File: src/sv/lrr_pkg.sv
// Package for the revolution reassembler: result status codes, command codes,
// the result record and default sizes. No dependencies.
`default_nettype none

package lrr_pkg;

    // Default sizing, handed to the top-level parameters
    localparam int MAX_POINTS_DEF        = 4096;
    localparam int MAX_PACKET_POINTS_DEF = 210;

    // Fixed field widths
    localparam int REV_W   = 8;
    localparam int TOTAL_W = 16;
    localparam int COUNT_W = 8;
    localparam int START_W = 16;
    localparam int DIST_W  = 16;
    localparam int IDX_W   = 12;
    // Width used for compares of point positions against 16-bit header fields
    localparam int CMP_W   = 17;

    // Request kind
    localparam logic CMD_HEADER = 1'b0;
    localparam logic CMD_POINT  = 1'b1;

    typedef enum logic [2:0] {
        ST_IGNORED  = 3'd0,
        ST_HEADER   = 3'd1,
        ST_STORED   = 3'd2,
        ST_COMPLETE = 3'd3,
        ST_MISSED   = 3'd4,
        ST_OVERFLOW = 3'd5
    } status_t;

    typedef struct packed {
        status_t              status;
        logic [IDX_W-1:0]     store_index;
        logic [DIST_W-1:0]    stored_distance;
        logic [IDX_W-1:0]     gathered_count;
    } lrr_result_t;

endpackage

`default_nettype wire

File: src/sv/lrr_in_if.sv
// Input channel of the revolution reassembler: valid/ready plus header/point fields.
// Depends on nothing.
`default_nettype none

interface lrr_in_if;
    logic        valid;
    logic        ready;
    logic        command;
    logic [7:0]  revolution_index;
    logic [15:0] point_total;
    logic [7:0]  point_count;
    logic [15:0] start_index;
    logic [15:0] distance_cm;

    modport source (
        output valid, command, revolution_index, point_total, point_count,
               start_index, distance_cm,
        input  ready
    );
    modport sink (
        input  valid, command, revolution_index, point_total, point_count,
               start_index, distance_cm,
        output ready
    );
endinterface

`default_nettype wire

File: src/sv/lrr_out_if.sv
// Result channel of the revolution reassembler: valid/ready plus result fields.
// Depends on lrr_pkg for the status type.
`default_nettype none

interface lrr_out_if;
    logic            valid;
    logic            ready;
    lrr_pkg::status_t status;
    logic [11:0]     store_index;
    logic [15:0]     stored_distance;
    logic [11:0]     gathered_count;

    modport source (
        output valid, status, store_index, stored_distance, gathered_count,
        input  ready
    );
    modport sink (
        input  valid, status, store_index, stored_distance, gathered_count,
        output ready
    );
endinterface

`default_nettype wire

File: src/sv/lrr_core.sv
// Gather state and per-request decision logic of the revolution reassembler.
// Depends on lrr_pkg.
`default_nettype none

module lrr_core #(
    parameter int MAX_POINTS        = lrr_pkg::MAX_POINTS_DEF,
    parameter int MAX_PACKET_POINTS = lrr_pkg::MAX_PACKET_POINTS_DEF
) (
    input  wire logic                        clk,
    input  wire logic                        rst_n,
    input  wire logic                        accept,
    input  wire logic                        command,
    input  wire logic [lrr_pkg::REV_W-1:0]   revolution_index,
    input  wire logic [lrr_pkg::TOTAL_W-1:0] point_total,
    input  wire logic [lrr_pkg::COUNT_W-1:0] point_count,
    input  wire logic [lrr_pkg::START_W-1:0] start_index,
    input  wire logic [lrr_pkg::DIST_W-1:0]  distance_cm,
    output lrr_pkg::lrr_result_t             result
);
    import lrr_pkg::*;

    // Gathered count never reaches MAX_POINTS
    localparam int GW = $clog2(MAX_POINTS);

    logic                gathering_reg, gathering_next;
    logic [REV_W-1:0]    cur_rev_reg, cur_rev_next;
    logic [TOTAL_W-1:0]  total_reg, total_next;
    logic [GW-1:0]       gathered_reg, gathered_next;
    logic [COUNT_W-1:0]  left_reg, left_next;

    // Effective gather context for a header (a starting header opens a fresh one)
    logic [REV_W-1:0]    eff_rev;
    logic [TOTAL_W-1:0]  eff_total;
    logic [GW-1:0]       eff_gathered;
    logic [GW-1:0]       gathered_inc;
    logic [COUNT_W-1:0]  left_dec;
    logic                hdr_mismatch;
    logic                hdr_overflow;
    logic                hdr_empty_done;
    logic                pt_done;

    // State registers
    always_ff @(posedge clk or negedge rst_n)
    begin
        if (!rst_n)
        begin
            gathering_reg <= 1'b0;
            cur_rev_reg   <= '0;
            total_reg     <= '0;
            gathered_reg  <= '0;
            left_reg      <= '0;
        end
        else if (accept)
        begin
            gathering_reg <= gathering_next;
            cur_rev_reg   <= cur_rev_next;
            total_reg     <= total_next;
            gathered_reg  <= gathered_next;
            left_reg      <= left_next;
        end
    end

    // Header checks
    always_comb
    begin
        eff_rev      = gathering_reg ? cur_rev_reg  : revolution_index;
        eff_total    = gathering_reg ? total_reg    : point_total;
        eff_gathered = gathering_reg ? gathered_reg : '0;
        hdr_mismatch = (revolution_index != eff_rev)
                    || ({1'b0, start_index} != CMP_W'(eff_gathered));
        hdr_overflow = (point_count > COUNT_W'(MAX_PACKET_POINTS))
                    || ((CMP_W'(eff_gathered) + CMP_W'(point_count)) >= CMP_W'(MAX_POINTS));
        hdr_empty_done = (point_count == '0)
                      && (CMP_W'(eff_gathered) == CMP_W'(eff_total));
    end

    // Point bookkeeping
    assign gathered_inc = gathered_reg + GW'(1);
    assign left_dec     = left_reg - COUNT_W'(1);
    assign pt_done      = (left_dec == '0) && (CMP_W'(gathered_inc) == CMP_W'(total_reg));

    // Next state and result
    always_comb
    begin
        gathering_next = gathering_reg;
        cur_rev_next   = cur_rev_reg;
        total_next     = total_reg;
        gathered_next  = gathered_reg;
        left_next      = left_reg;
        result.status          = ST_IGNORED;
        result.store_index     = '0;
        result.stored_distance = '0;

        case (command)
            CMD_HEADER:
            begin
                left_next = '0;
                if (gathering_reg || (start_index == '0))
                begin
                    gathering_next = 1'b1;
                    cur_rev_next   = eff_rev;
                    total_next     = eff_total;
                    gathered_next  = eff_gathered;
                    if (hdr_mismatch)
                    begin
                        gathering_next = 1'b0;
                        result.status  = ST_MISSED;
                    end
                    else if (hdr_overflow)
                    begin
                        gathering_next = 1'b0;
                        result.status  = ST_OVERFLOW;
                    end
                    else
                    begin
                        left_next = point_count;
                        if (hdr_empty_done)
                        begin
                            gathering_next = 1'b0;
                            result.status  = ST_COMPLETE;
                        end
                        else
                        begin
                            result.status = ST_HEADER;
                        end
                    end
                end
            end
            CMD_POINT:
            begin
                if (gathering_reg && (left_reg != '0))
                begin
                    gathered_next          = gathered_inc;
                    left_next              = left_dec;
                    result.store_index     = IDX_W'(gathered_reg);
                    result.stored_distance = distance_cm;
                    if (pt_done)
                    begin
                        gathering_next = 1'b0;
                        result.status  = ST_COMPLETE;
                    end
                    else
                    begin
                        result.status = ST_STORED;
                    end
                end
            end
            default:
            begin
                result.status = ST_IGNORED;
            end
        endcase

        result.gathered_count = IDX_W'(gathered_next);
    end

endmodule

`default_nettype wire

File: src/sv/lidar_revolution_reassembler_unit.sv
// Top level of the scanner revolution reassembler: handshake and result register.
// Depends on lrr_pkg, lrr_in_if, lrr_out_if and lrr_core.
//
// Usage:
//   in_ch carries requests: a header (command 0) announces a packet with its
//   revolution number, revolution total, point count and start index; a point
//   (command 1) carries one distance in cm. out_ch returns exactly one result
//   per request: a status code, a buffer write (store_index, stored_distance)
//   for stored points, and the running gathered count.
//   Latency: the result is valid on the cycle after the request is accepted.
//   Throughput: one request per cycle while the receiver keeps taking results;
//   the gather state is updated by a single pass of compare/add logic at
//   acceptance, and the result lands in one output register.
//   When the receiver stalls, the output register holds its result and
//   in_ch.ready drops until out_ch.ready returns; a new request is taken in the
//   same cycle that the held result is taken.
//   Reset (rst_n low, asynchronous) clears the gather: the block waits for a
//   header with start index 0, and no result is pending.
`default_nettype none

module lidar_revolution_reassembler_unit #(
    parameter int MAX_POINTS        = lrr_pkg::MAX_POINTS_DEF,
    parameter int MAX_PACKET_POINTS = lrr_pkg::MAX_PACKET_POINTS_DEF
) (
    input  wire logic  clk,
    input  wire logic  rst_n,
    lrr_in_if.sink     in_ch,
    lrr_out_if.source  out_ch
);
    import lrr_pkg::*;

    logic        accept;
    lrr_result_t step_result;
    lrr_result_t result_reg;
    logic        out_valid_reg;

    // Take a request whenever the output register is free or being drained
    assign in_ch.ready = !out_valid_reg || out_ch.ready;
    assign accept      = in_ch.valid && in_ch.ready;

    lrr_core #(
        .MAX_POINTS        (MAX_POINTS),
        .MAX_PACKET_POINTS (MAX_PACKET_POINTS)
    ) u_core (
        .clk              (clk),
        .rst_n            (rst_n),
        .accept           (accept),
        .command          (in_ch.command),
        .revolution_index (in_ch.revolution_index),
        .point_total      (in_ch.point_total),
        .point_count      (in_ch.point_count),
        .start_index      (in_ch.start_index),
        .distance_cm      (in_ch.distance_cm),
        .result           (step_result)
    );

    // Output valid flag
    always_ff @(posedge clk or negedge rst_n)
    begin
        if (!rst_n)
        begin
            out_valid_reg <= 1'b0;
        end
        else if (in_ch.ready)
        begin
            out_valid_reg <= in_ch.valid;
        end
    end

    // Result payload register
    always_ff @(posedge clk)
    begin
        if (accept)
        begin
            result_reg <= step_result;
        end
    end

    assign out_ch.valid           = out_valid_reg;
    assign out_ch.status          = result_reg.status;
    assign out_ch.store_index     = result_reg.store_index;
    assign out_ch.stored_distance = result_reg.stored_distance;
    assign out_ch.gathered_count  = result_reg.gathered_count;

endmodule

`default_nettype wire

File: src/flat_wrapper.sv
// flat-port wrapper written by rule: the top's interface ports become plain ports
module lidar_revolution_reassembler_unit_flat import lrr_pkg::*;
#(
    parameter int MAX_POINTS        = lrr_pkg::MAX_POINTS_DEF,
    parameter int MAX_PACKET_POINTS = lrr_pkg::MAX_PACKET_POINTS_DEF
)
  (clk, rst_n, in_ch_valid, in_ch_command, in_ch_revolution_index, in_ch_point_total, in_ch_point_count, in_ch_start_index, in_ch_distance_cm, in_ch_ready, out_ch_valid, out_ch_status, out_ch_store_index, out_ch_stored_distance, out_ch_gathered_count, out_ch_ready);
  lrr_in_if in_ch_i ();
  lrr_out_if out_ch_i ();
  input  wire logic clk;
  input  wire logic rst_n;
  input wire logic [$bits(in_ch_i.valid)-1:0] in_ch_valid;
  input wire logic [$bits(in_ch_i.command)-1:0] in_ch_command;
  input wire logic [$bits(in_ch_i.revolution_index)-1:0] in_ch_revolution_index;
  input wire logic [$bits(in_ch_i.point_total)-1:0] in_ch_point_total;
  input wire logic [$bits(in_ch_i.point_count)-1:0] in_ch_point_count;
  input wire logic [$bits(in_ch_i.start_index)-1:0] in_ch_start_index;
  input wire logic [$bits(in_ch_i.distance_cm)-1:0] in_ch_distance_cm;
  output wire logic [$bits(in_ch_i.ready)-1:0] in_ch_ready;
  output wire logic [$bits(out_ch_i.valid)-1:0] out_ch_valid;
  output wire logic [$bits(out_ch_i.status)-1:0] out_ch_status;
  output wire logic [$bits(out_ch_i.store_index)-1:0] out_ch_store_index;
  output wire logic [$bits(out_ch_i.stored_distance)-1:0] out_ch_stored_distance;
  output wire logic [$bits(out_ch_i.gathered_count)-1:0] out_ch_gathered_count;
  input wire logic [$bits(out_ch_i.ready)-1:0] out_ch_ready;
  assign in_ch_i.valid = in_ch_valid;
  assign in_ch_i.command = in_ch_command;
  assign in_ch_i.revolution_index = in_ch_revolution_index;
  assign in_ch_i.point_total = in_ch_point_total;
  assign in_ch_i.point_count = in_ch_point_count;
  assign in_ch_i.start_index = in_ch_start_index;
  assign in_ch_i.distance_cm = in_ch_distance_cm;
  assign in_ch_ready = in_ch_i.ready;
  assign out_ch_valid = out_ch_i.valid;
  assign out_ch_status = out_ch_i.status;
  assign out_ch_store_index = out_ch_i.store_index;
  assign out_ch_stored_distance = out_ch_i.stored_distance;
  assign out_ch_gathered_count = out_ch_i.gathered_count;
  assign out_ch_i.ready = out_ch_ready;
  lidar_revolution_reassembler_unit #(.MAX_POINTS(MAX_POINTS), .MAX_PACKET_POINTS(MAX_PACKET_POINTS)) u_core (.clk(clk), .rst_n(rst_n), .in_ch(in_ch_i), .out_ch(out_ch_i));
endmodule
File: config.mk
export PLATFORM = sky130hd
export DESIGN_NAME = lidar_revolution_reassembler_unit_flat
export DESIGN_NICKNAME = d
export VERILOG_FILES = /design/src/sv/lrr_pkg.sv /design/src/sv/lrr_in_if.sv /design/src/sv/lrr_out_if.sv /design/src/sv/lrr_core.sv /design/src/sv/lidar_revolution_reassembler_unit.sv /design/src/flat_wrapper.sv
export SDC_FILE = /design/constraint.sdc
export NUM_CORES = 1
export LEC_CHECK = 0
export ABC_AREA = 1
export BUFFER_PORTS_ARGS = -buffer_cell sky130_fd_sc_hd__clkbuf_2
export CAP_MARGIN = 25
export CELL_PAD_IN_SITES_DETAIL_PLACEMENT = 0
export CELL_PAD_IN_SITES_GLOBAL_PLACEMENT = 2
export CORE_ASPECT_RATIO = 1.75
export CORE_MARGIN = 3
export CORE_UTILIZATION = 31
export CTS_CLUSTER_DIAMETER = 80
export DETAILED_ROUTE_END_ITERATION = 8
export PLACE_DENSITY_LB_ADDON = 0.1
export SYNTH_ARGS = -nofsm -noshare
export SYNTH_HDL_FRONTEND = slang
export SYNTH_SLANG_ARGS = --single-unit
File: constraint.sdc
create_clock -name clk -period 3.1 [get_ports clk]
set_input_delay 0.31 -clock clk [delete_from_list [all_inputs] [get_ports clk]]
set_output_delay 0.31 -clock clk [all_outputs]
set_load 0.05 [all_outputs]
Word-level counts from Yosys, hierarchy flattened:

Index checks and enable logic that the tools add are counted.

* register bits after elaboration: 89
* output and inout bits: 45
* word-level logic and storage cells: 65
* input port bits: 69

* equal/unequal tests: 7
* bitwise logic cells: 1
* multiplexer cells: 25
* reductions and logical operators: 17
* magnitude comparators: 2
* add/sub/neg operators: 3

Operator list (count)
* 2-to-1 mux 8 bit: 5
* 2-to-1 mux 12 bit: 3
* equality test 12 x 16 -> 1 bit: 2
* 2-to-1 mux 31 bit: 1
* one-hot mux 12 bit (2 select lines): 1
* logical NOT 16 bit: 1
* logical NOT 8 bit: 2
* 2-to-1 mux 16 bit: 1
* inequality test 16 x 12 -> 1 bit: 1
* one-hot mux 8 bit (2 select lines): 1
* adder 12 x 8 -> 13 bit: 1
* >= comparator 13 bit (second input constant): 1
* adder 12 x 1 -> 12 bit (second input constant): 1
* 2-to-1 mux 3 bit: 3
* > comparator 8 bit (second input constant): 1
* inequality test 8 bit: 1
* nonzero test 8 bit: 1
* subtractor 8 x 1 -> 8 bit (second input constant): 1
* 2-to-1 mux 1 bit: 7
* one-hot mux 3 bit (2 select lines): 1
* logical AND 1 bit: 4
* logical OR 1 bit: 4
* inequality test 2 x 1 -> 1 bit (second input constant): 2
* AND reduction 2 bit: 2
* other kinds (7): 7

Logic depth before layout (Yosys ltp):

Gate-level depths: netlist of run 1.

* depth in word-level cells: 8
* gate-level depth with buffers: 16
* gate-level depth less buffers: 15

Hierarchy:

Synthesis of run 1 repeated with hierarchy kept, for this count alone.

* cells, all modules: 687
* area, all modules: 5382.7 µm²

By module, submodules not included
* lrr_core: seq. area each 1126.1 µm², cells each 638, instances 1, area each 4046.4 µm²
* lidar_revolution_reassembler_unit: seq. area each 1316.3 µm², cells each 49, instances 1, area each 1336.3 µm²

Worst setup path after synthesis of run 1:

OpenSTA, ideal clock, no wires.

* kind: register to register
* start point: register u_core.out_valid_reg, in the netlist u_core.out_ch.valid
* end point: register u_core.result_reg (netlist bit u_core.out_ch.gathered_count[0]), enable pin
* buffers on the path: 1
* clock period less this slack: 3213 ps
* setup slack: -113 ps
* arrival: 2789 ps
* cell stages (with the launch flop): 5
* setup time: 423 ps
* cell sequence: dfrtp_1 -> nand2_1 -> nand2_1 -> clkinv_1 -> clkbuf_1

* longest elaborated chain between the ends: 3

RTL lines
* from (decl): RTL line lidar_revolution_reassembler_unit.sv:35 `logic out_valid_reg;`
* from (signal assigned): RTL line lidar_revolution_reassembler_unit.sv:66 `out_valid_reg <= in_ch.valid;`
* logical NOT 1 bit: RTL line lidar_revolution_reassembler_unit.sv:38 `assign in_ch.ready = !out_valid_reg || out_ch.ready;`
* logical OR 1 bit: RTL line lidar_revolution_reassembler_unit.sv:38
* named net in_ch_ready: RTL line flat_wrapper.sv:19 `output wire logic [$bits(in_ch_i.ready)-1:0] in_ch_ready;`
* logical AND 1 bit: RTL line lidar_revolution_reassembler_unit.sv:39 `assign accept = in_ch.valid && in_ch.ready;`
* named net u_core.accept: RTL line lidar_revolution_reassembler_unit.sv:32 `logic accept;`
* to (signal assigned): RTL line lidar_revolution_reassembler_unit.sv:75 `result_reg <= step_result;`
* to (decl): RTL line lidar_revolution_reassembler_unit.sv:34 `lrr_result_t result_reg;`

The timed path passes the listed nets, and every way through them passes these cells.
A chain may end at the register's enable or synchronous reset.

Final worst setup path of run 1:

* start point: register u_core.u_core.gathering_reg
* end point: register u_core.u_core.left_reg[3]

* longest elaborated chain between the ends: 8
* elaborated cells between the ends (all ways): 16
* those cells by class: add/sub: 1; order compare: 1; eq/ne: 3; mux: 6; reduce/logical: 5

RTL lines
* from (decl): RTL line lrr_core.sv:25 `logic gathering_reg, gathering_next;`
* from (signal assigned): RTL line lrr_core.sv:55 `gathering_reg <= gathering_next;`
* 2-to-1 mux 12 bit: RTL line lrr_core.sv:68 `eff_gathered = gathering_reg ? gathered_reg : '0;`
* adder 12 x 8 -> 13 bit: RTL line lrr_core.sv:72 `|| ((CMP_W'(eff_gathered) + CMP_W'(point_count)) >= CMP_W'(MAX_POINTS));`
* >= comparator 13 bit: RTL line lrr_core.sv:72
* logical OR 1 bit: RTL line lrr_core.sv:72
* 2-to-1 mux 8 bit: RTL line lrr_core.sv:109 `else if (hdr_overflow)`
* 2-to-1 mux 8 bit: RTL line lrr_core.sv:104 `if (hdr_mismatch)`
* 2-to-1 mux 8 bit: RTL line lrr_core.sv:98 `if (gathering_reg || (start_index == '0))`
* one-hot mux 8 bit (2 select lines): RTL line lrr_core.sv:94 `case (command)`
* to (signal assigned): RTL line lrr_core.sv:59 `left_reg <= left_next;`
* to (decl): RTL line lrr_core.sv:29 `logic [COUNT_W-1:0] left_reg, left_next;`

Parallel ways exist; a longest one is shown, timed or not.

==> out/qor.csv, run 1 <==
metric,value,unit
status,completed,
syn-num-nets,779,
finalCritPeriodShare,0.871,
synthCells,698,
num_antenna_cells,0,
cts_setup_buffers,0,
arrival,2.98,ns
skew,0.0144,ns
design_area,6490,um^2
whs,0.235,ns
insertion_delay,0.35,ns
core,16900,um^2
drv_slew,0,
ant_nets,0,
cp-end-kind,flop,
final_hold_viol_count,0,
cts-root-buf,clkbuf_16,
area_growth,20.8,%
syn_area,5380,um^2
grt_usage,0.180,
tightest_slew,0.705,ns
cts.reportedPaths.clkPinSlew,0.08,ns
vias,4926,
grt_max_degree,59,
crit_path_top_delay_cell,dfrtp_1,
maxSlewHeadroom,0.530,
finalSetupViolCount,0,
cts_tree,done,
drc,0,
rows,63,
antenna_found_initial,0,
clockBufferDepth,2,
drt_first_pass_iters,4,
numCtsBuffers,9,
crit_type,flop to flop,
yosysSeqAreaShare,0.454,
wirelength,16900,um
overflow,0,
cp.required,3.38,ns
port_buffers,113,
rsz0062_at_grt,no,
holdBufCountCts,1,
synth_cell_types,39,
crit_buf_inv,3,
cp-start-kind,flop,
start_util,0.317,
die_y,180,um
dp_hpwl,13400,um
clock_sinks,89,
grt_pass1_wl,26500,um
ios,114,
finalCriticalPeriod,2.70,ns
crit_fanout,16,
hold_path.class,primary input to flop,
finalWeightedCongestion,0.874,
drt_iter0_drc,199,
post_dp_cell_area,6180,um^2
routed_via_density,4.71,
cts_resized,0,
crit_family,simple AND/OR/NAND/NOR gates,
power_density,528,nW/um^2
wl_per_cell,16.1,um
power_leakage,3.24,nW
irDropWorstVdd,0.245,mV
max_cap_viol_count,0,
finalNetCount,895,
die_x,106,um
yosysWarnings,0,
tns,0,ns
drive_gt1_frac,0.205,
path_cells,"buf_4, nand2_1, inv_1, ha_1, fa_1, nand3_1, nand2_1, nand3_1, nand2_1, nor2_1, nand3_2, inv_4, nand3_1, a21oi_1",
power,3.43,mW
max_stage_delay,0.64,ns
instances_no_fill,1046,
first_global_vias,4971,
ys_ff_latch,89,
ctsHtreeMaxLevel,3,
die-area,19000,um^2
fmax,370,MHz
dp_cells,1029,
synth.avg_cell_area,7.70,um^2
## routing by layer
| metal | GRT usage | wire, um | share of wire | up-vias |
|---|---|---|---|---|
| li1 | - | - | - | 2488 |
| met1 | 0.194 | 6350 | 0.38 | 2278 |
| met2 | 0.338 | 9160 | 0.54 | 128 |
| met3 | 0.0255 | 686 | 0.041 | 32 |
| met4 | 0.0835 | 689 | 0.041 | 0 |
| met5 | 0 | 0 | 0 | - |
## stage by stage
stage	worst slack, ns	utilization
3_3_place_gp	0.423	0.365
2_1_floorplan	0.587	-
3_5_place_dp	0.371	0.365
4_1_cts	0.336	0.383
6_report	0.400	0.383
5_1_grt	0.156	0.383
## worst paths after layout
check	from	end	slack, ns	cells after the start
worst min-delay path	in_ch_revolution_index[6]	u_core.u_core.cur_rev_reg[6]	0.24	3
min in group asynchronous	rst_n	u_core.u_core.left_reg[4]	0.44	2
max in group asynchronous	rst_n	u_core.u_core.gathered_reg[7]	1.80	3
worst max register to register	u_core.u_core.gathering_reg	u_core.u_core.left_reg[3]	0.40	14
worst min register to register	u_core.u_core.cur_rev_reg[5]	u_core.u_core.cur_rev_reg[5]	0.53	2
worst max-delay path	u_core.u_core.gathering_reg	u_core.u_core.left_reg[3]	0.40	14
## cells in the final DEF (no fill, tap or decap), types with 3 or more instances in the layout
| master | synthesis | layout |
|---|---|---|
| nand2_1 | 182 | 182 |
| clkbuf_2 | 0 | 113 |
| inv_1 | 90 | 90 |
| nor2_1 | 89 | 89 |
| nand3_1 | 52 | 52 |
| dfrtp_1 | 46 | 46 |
| o21ai_0 | 44 | 44 |
| edfxtp_1 | 43 | 43 |
| a21oi_1 | 23 | 23 |
| xor2_1 | 17 | 17 |
| buf_4 | 0 | 14 |
| o21ai_1 | 11 | 11 |
| ha_1 | 11 | 11 |
| clkbuf_16 | 0 | 9 |
| nand4_1 | 8 | 8 |
| o22ai_1 | 7 | 7 |
| nand2_2 | 7 | 7 |
| nor3_1 | 6 | 6 |
| nor4_1 | 4 | 4 |
| or2_2 | 4 | 4 |
| xnor2_1 | 4 | 4 |
| inv_2 | 2 | 3 |
| o211ai_1 | 3 | 3 |
| inv_8 | 0 | 3 |
## synthesized netlist by cell type (all sizes together)
cell type	n	share of area
nand4	8	0.0093
dfrtp	46	0.21
edfxtp	43	0.24
nand2	190	0.14
o21ai	57	0.054
a41oi	1	0.0030
ha	11	0.026
or2	4	0.0047
nor4	4	0.0047
o21bai	2	0.0028
inv	93	0.065
clkbuf	4	0.0028
a22oi	1	0.0023
buf	19	0.025
nand3b	2	0.0028
clkinv	2	0.0014
o22ai	7	0.0081
nand3	53	0.050
a31oi	2	0.0023
nor2	92	0.067
o211ai	3	0.0042
nor3	6	0.0056
xnor2	4	0.0065
xor2	17	0.028
fa	1	0.0037
a21oi	23	0.021
a211oi	1	0.0023
xnor3	1	0.0042
o31ai	1	0.0014
## kinds of logic (layout without fill, tap and decap cells)
family / after synthesis / in the layout / synth area share
AND/OR/NAND/NOR: 359 / 359 / 0.281
buffers and inverters: 118 / 239 / 0.0943
AO/OA/AOI/OAI: 98 / 98 / 0.102
flip-flops: 89 / 89 / 0.454
XOR/XNOR: 22 / 22 / 0.0384
adder cells (fa/ha/maj): 12 / 12 / 0.0293
## area by class of cell
type	count	area (um^2)
clock buffer	9	225
clock inverter	7	75.1
fill	1837	10500
inverter	95	359
multi-input combinational	491	2430
sequential	89	2440
tap	227	284
timing repair buffer	128	681
## tightest hold or removal path: stages
cell	delay, ns
clkbuf_2	0.09
nand2_1	0.08
a31oi_1	0.07
## power by group
group	switching [mW]	internal, mW	total [mW]
Sequential	0.127	1.38	1.50
Combinational	0.562	0.241	0.803
Clock	0.548	0.572	1.12
Note: power is estimated with default switching activity, not from simulation.
==> run 2: changes to the inputs <==
Settings changed: CORE_UTILIZATION 31 to 32, SYNTH_HIERARCHICAL set to 1.
==> run 2 against run 1 <==
  * Combinational power up 110%
  * Worst hold slack got worse by 0.034 ns
  * Die area shrank 2.9%
  * Global-route usage decreased by 0.47 points
  * Synthesized cell count decreased by 1.6%
  * Critical path depth decreased by 2
  * Register-to-register slack got worse by 0.12 ns
  * Final cell count decreased by 1.5%
  * Area after synthesis up 0.14%
  * Power grew 33%
  * Clock skew fell by 0.0023 ns
==> out/qor.csv, run 2 <==
metric,value,unit,change
vias,4855,,-1.4%
cp.required,3.37,ns,about the same
synth_most_common_cell,nand2_1,,
drt_first_pass_iters,5,,+1
insertion_delay,0.35,ns,about the same
antenna_found_initial,0,,unchanged
final_common_cell,nand2_1,,
synth_top_area_frac,0.240,,-0.000335
synthCells,687,,-1.6%
area_growth,20.8,%,about the same
syn_area,5380,um^2,+0.14%
finalNetCount,883,,-1.3%
finalCriticalPeriod,2.82,ns,+0.117 ns
wl_per_cell,15.5,um,-3.8%
max_stage_delay,0.60,ns,-0.04 ns
final_cell_mix,"nand2_1, clkbuf_2, inv_1",,
cts_tree,done,,
status,completed,,
synth_cell_types,37,,-5.1%
drv_slew,0,,unchanged
die-area,18500,um^2,-2.9%
overflow,0,,unchanged
crit_path_frequent_cell,nand3_1,,
cts.reportedPaths.clkPinSlew,0.07,ns,about the same
synth_edf_count,43,,unchanged
rows,62,,-1.6%
finalSetupViolCount,0,,unchanged
ant_nets,0,,unchanged
synth.avg_cell_area,7.84,um^2,+1.7%
finalWeightedCongestion,0.841,,-3.8%
yosysWarnings,6,,+6
grt_pass1_wl,25000,um,-5.4%
rsz0062_at_grt,no,,
ios,114,,unchanged
ctsHtreeMaxLevel,3,,unchanged
core,16400,um^2,-3.0%
ys_ff_latch,89,,unchanged
crit_type,flop to flop,,
max_cap_viol_count,0,,unchanged
numCtsBuffers,9,,unchanged
drive_gt1_frac,0.199,,-0.00662
grt_usage,0.175,,-0.00469
yosys_most_used_dff,dfrtp_1,,
instances_no_fill,1030,,-1.5%
fmax,355,MHz,-4.2%
drc,0,,unchanged
hold_path.class,primary input to flop,,
synthArstFlopShare,0.517,,unchanged
num_antenna_cells,0,,unchanged
path_cells,"buf_4, nand2_1, inv_1, ha_1, fa_1, nand3_1, nand2_1, nand3_1, o211ai_1, nor2_2, nand3_1, a22oi_2",,
tns,0,ns,unchanged
yosysSeqAreaShare,0.454,,-0.000634
finalCritPeriodShare,0.909,,+0.0379
irDropWorstVdd,0.266,mV,+8.2%
drt_iter0_drc,248,,+25%
dp_hpwl,12600,um,-6.1%
die_y,178,um,-1.5%
maxSlewHeadroom,0.548,,+0.0178
synth_commonest_cells,"nand2_1, inv_1, nor2_1, nand3_1, dfrtp_1",,
port_buffers,113,,unchanged
cp-end-kind,flop,,
tightest_slew,0.672,ns,-0.0329 ns
post-synth-top-area-cell,edfxtp_1,,
clockBufferDepth,2,,unchanged
cts-root-buf,clkbuf_16,,
final_hold_viol_count,0,,unchanged
syn-num-nets,769,,-1.3%
crit_path_top_delay_cell,dfrtp_1,,
start_util,0.327,,+0.0101
power_density,702,nW/um^2,+33%
wirelength,16000,um,-5.3%
clock_sinks,89,,unchanged
grt_max_degree,63,,+6.8%
die_x,104,um,-1.4%
first_global_vias,4628,,-6.9%
skew,0.0121,ns,-0.00230 ns
routed_via_density,4.71,,about the same
dp_cells,1013,,-1.6%
r2r_setup_slack,0.28,ns,-0.12 ns
synth_top_cells_by_area,"edfxtp_1, dfrtp_1, nand2_1",,
crit_fanout,14,,-2
arrival,3.08,ns,+0.10 ns
power_leakage,3.17,nW,-2.0%
cp-start-kind,flop,,
run 2: cell count changes in the layout (fill, tap and decap cells not counted), moves of 5 or more:
cell     delta
o21ai_1     +6
inv_1      +12
a21oi_1    -10
nand2_2     -5
a22oi_2     +5
nor2_1      -5
nand2_1    -18
run 2: power by group:
| group | internal, mW | switching (mW) | total [mW] |
|---|---|---|---|
| Combinational | 0.523 | 1.14 | 1.66 |
| Clock | 0.632 | 0.504 | 1.14 |
| Sequential | 1.54 | 0.228 | 1.77 |
| Total | 2.69 | 1.87 | 4.56 |
run 2: worst paths after layout:
kind                                                   from                       endpoint  cells past startpoint
worst max register to register  u_core/u_core/gathering_reg      u_core/u_core/left_reg[1]                     12
min in group asynchronous                             rst_n      u_core/u_core/left_reg[3]                      2
worst min-delay path                            in_ch_valid            u_core/out_ch.valid                      3
worst min register to register  u_core/u_core/total_reg[13]    u_core/u_core/total_reg[13]                      2
worst max-delay path            u_core/u_core/gathering_reg      u_core/u_core/left_reg[1]                     12
max in group asynchronous                             rst_n  u_core/u_core/gathered_reg[6]                      3
run 2: critical path, delay by kind of cell (launching register included):
family,cells,cell delay (ns)
AOI/OAI and AO/OA,2,0.27
adders and majority gates,2,0.53
buffers and inverters,2,0.33
DFF,1,0.60
and+or+nand+nor,6,0.99
run 2: cell families (layout without fill, tap and decap cells):
family | Yosys count | in the layout | synth area share
flip-flops | 89 | 89 | 0.454
buffers and inverters | 128 | 247 | 0.103
adder cells (fa/ha/maj) | 13 | 13 | 0.0316
multiplexers | 2 | 2 | 0.00372
AND/OR/NAND/NOR | 338 | 338 | 0.268
XOR/XNOR | 21 | 21 | 0.0342
AO/OA/AOI/OAI | 96 | 96 | 0.106
run 2: layer usage:
metal  track usage  wire [um]  vias up
met3        0.0291        845       23
met1         0.200       6260     2218
li1              -          -     2457
met5             0          0        -
met2         0.322       8470      157
met4        0.0704        417        0
run 2: layout make-up:
type / instances / area, um^2
fill: 1749 / 9950
sequential: 89 / 2440
multi-input combinational: 470 / 2390
timing repair buffer: 127 / 686
inverter: 104 / 395
tap: 224 / 280
clock buffer: 9 / 225
clock inverter: 7 / 76.3
run 2: what timing repair did:
| action | 4_1_cts | 5_1_grt |
|---|---|---|
| buffers inserted | 0 | 0 |
| hold endpoints to repair | 16 | 0 |
| hold buffers | 1 | 0 |
| setup endpoints to repair | 0 | 0 |
| resized for setup | 0 | 0 |
run 2: metrics by stage:
| step | cell area, um^2 | util | setup WS [ns] | total power, mW | hold slack, ns |
|---|---|---|---|---|---|
| 5_1_grt | 6500 | 0.395 | 0.0692 | 4.90 | 0.211 |
| 4_1_cts | 6500 | 0.395 | 0.308 | 4.62 | 0.197 |
| 3_3_place_gp | 6190 | 0.376 | 0.423 | 3.44 | 0.318 |
| 3_5_place_dp | 6190 | 0.376 | 0.339 | 3.46 | 0.309 |
| 6_report | 6500 | 0.395 | 0.282 | 4.56 | 0.202 |
| 2_1_floorplan | 5390 | - | 0.0692 | 2.98 | 0.0144 |
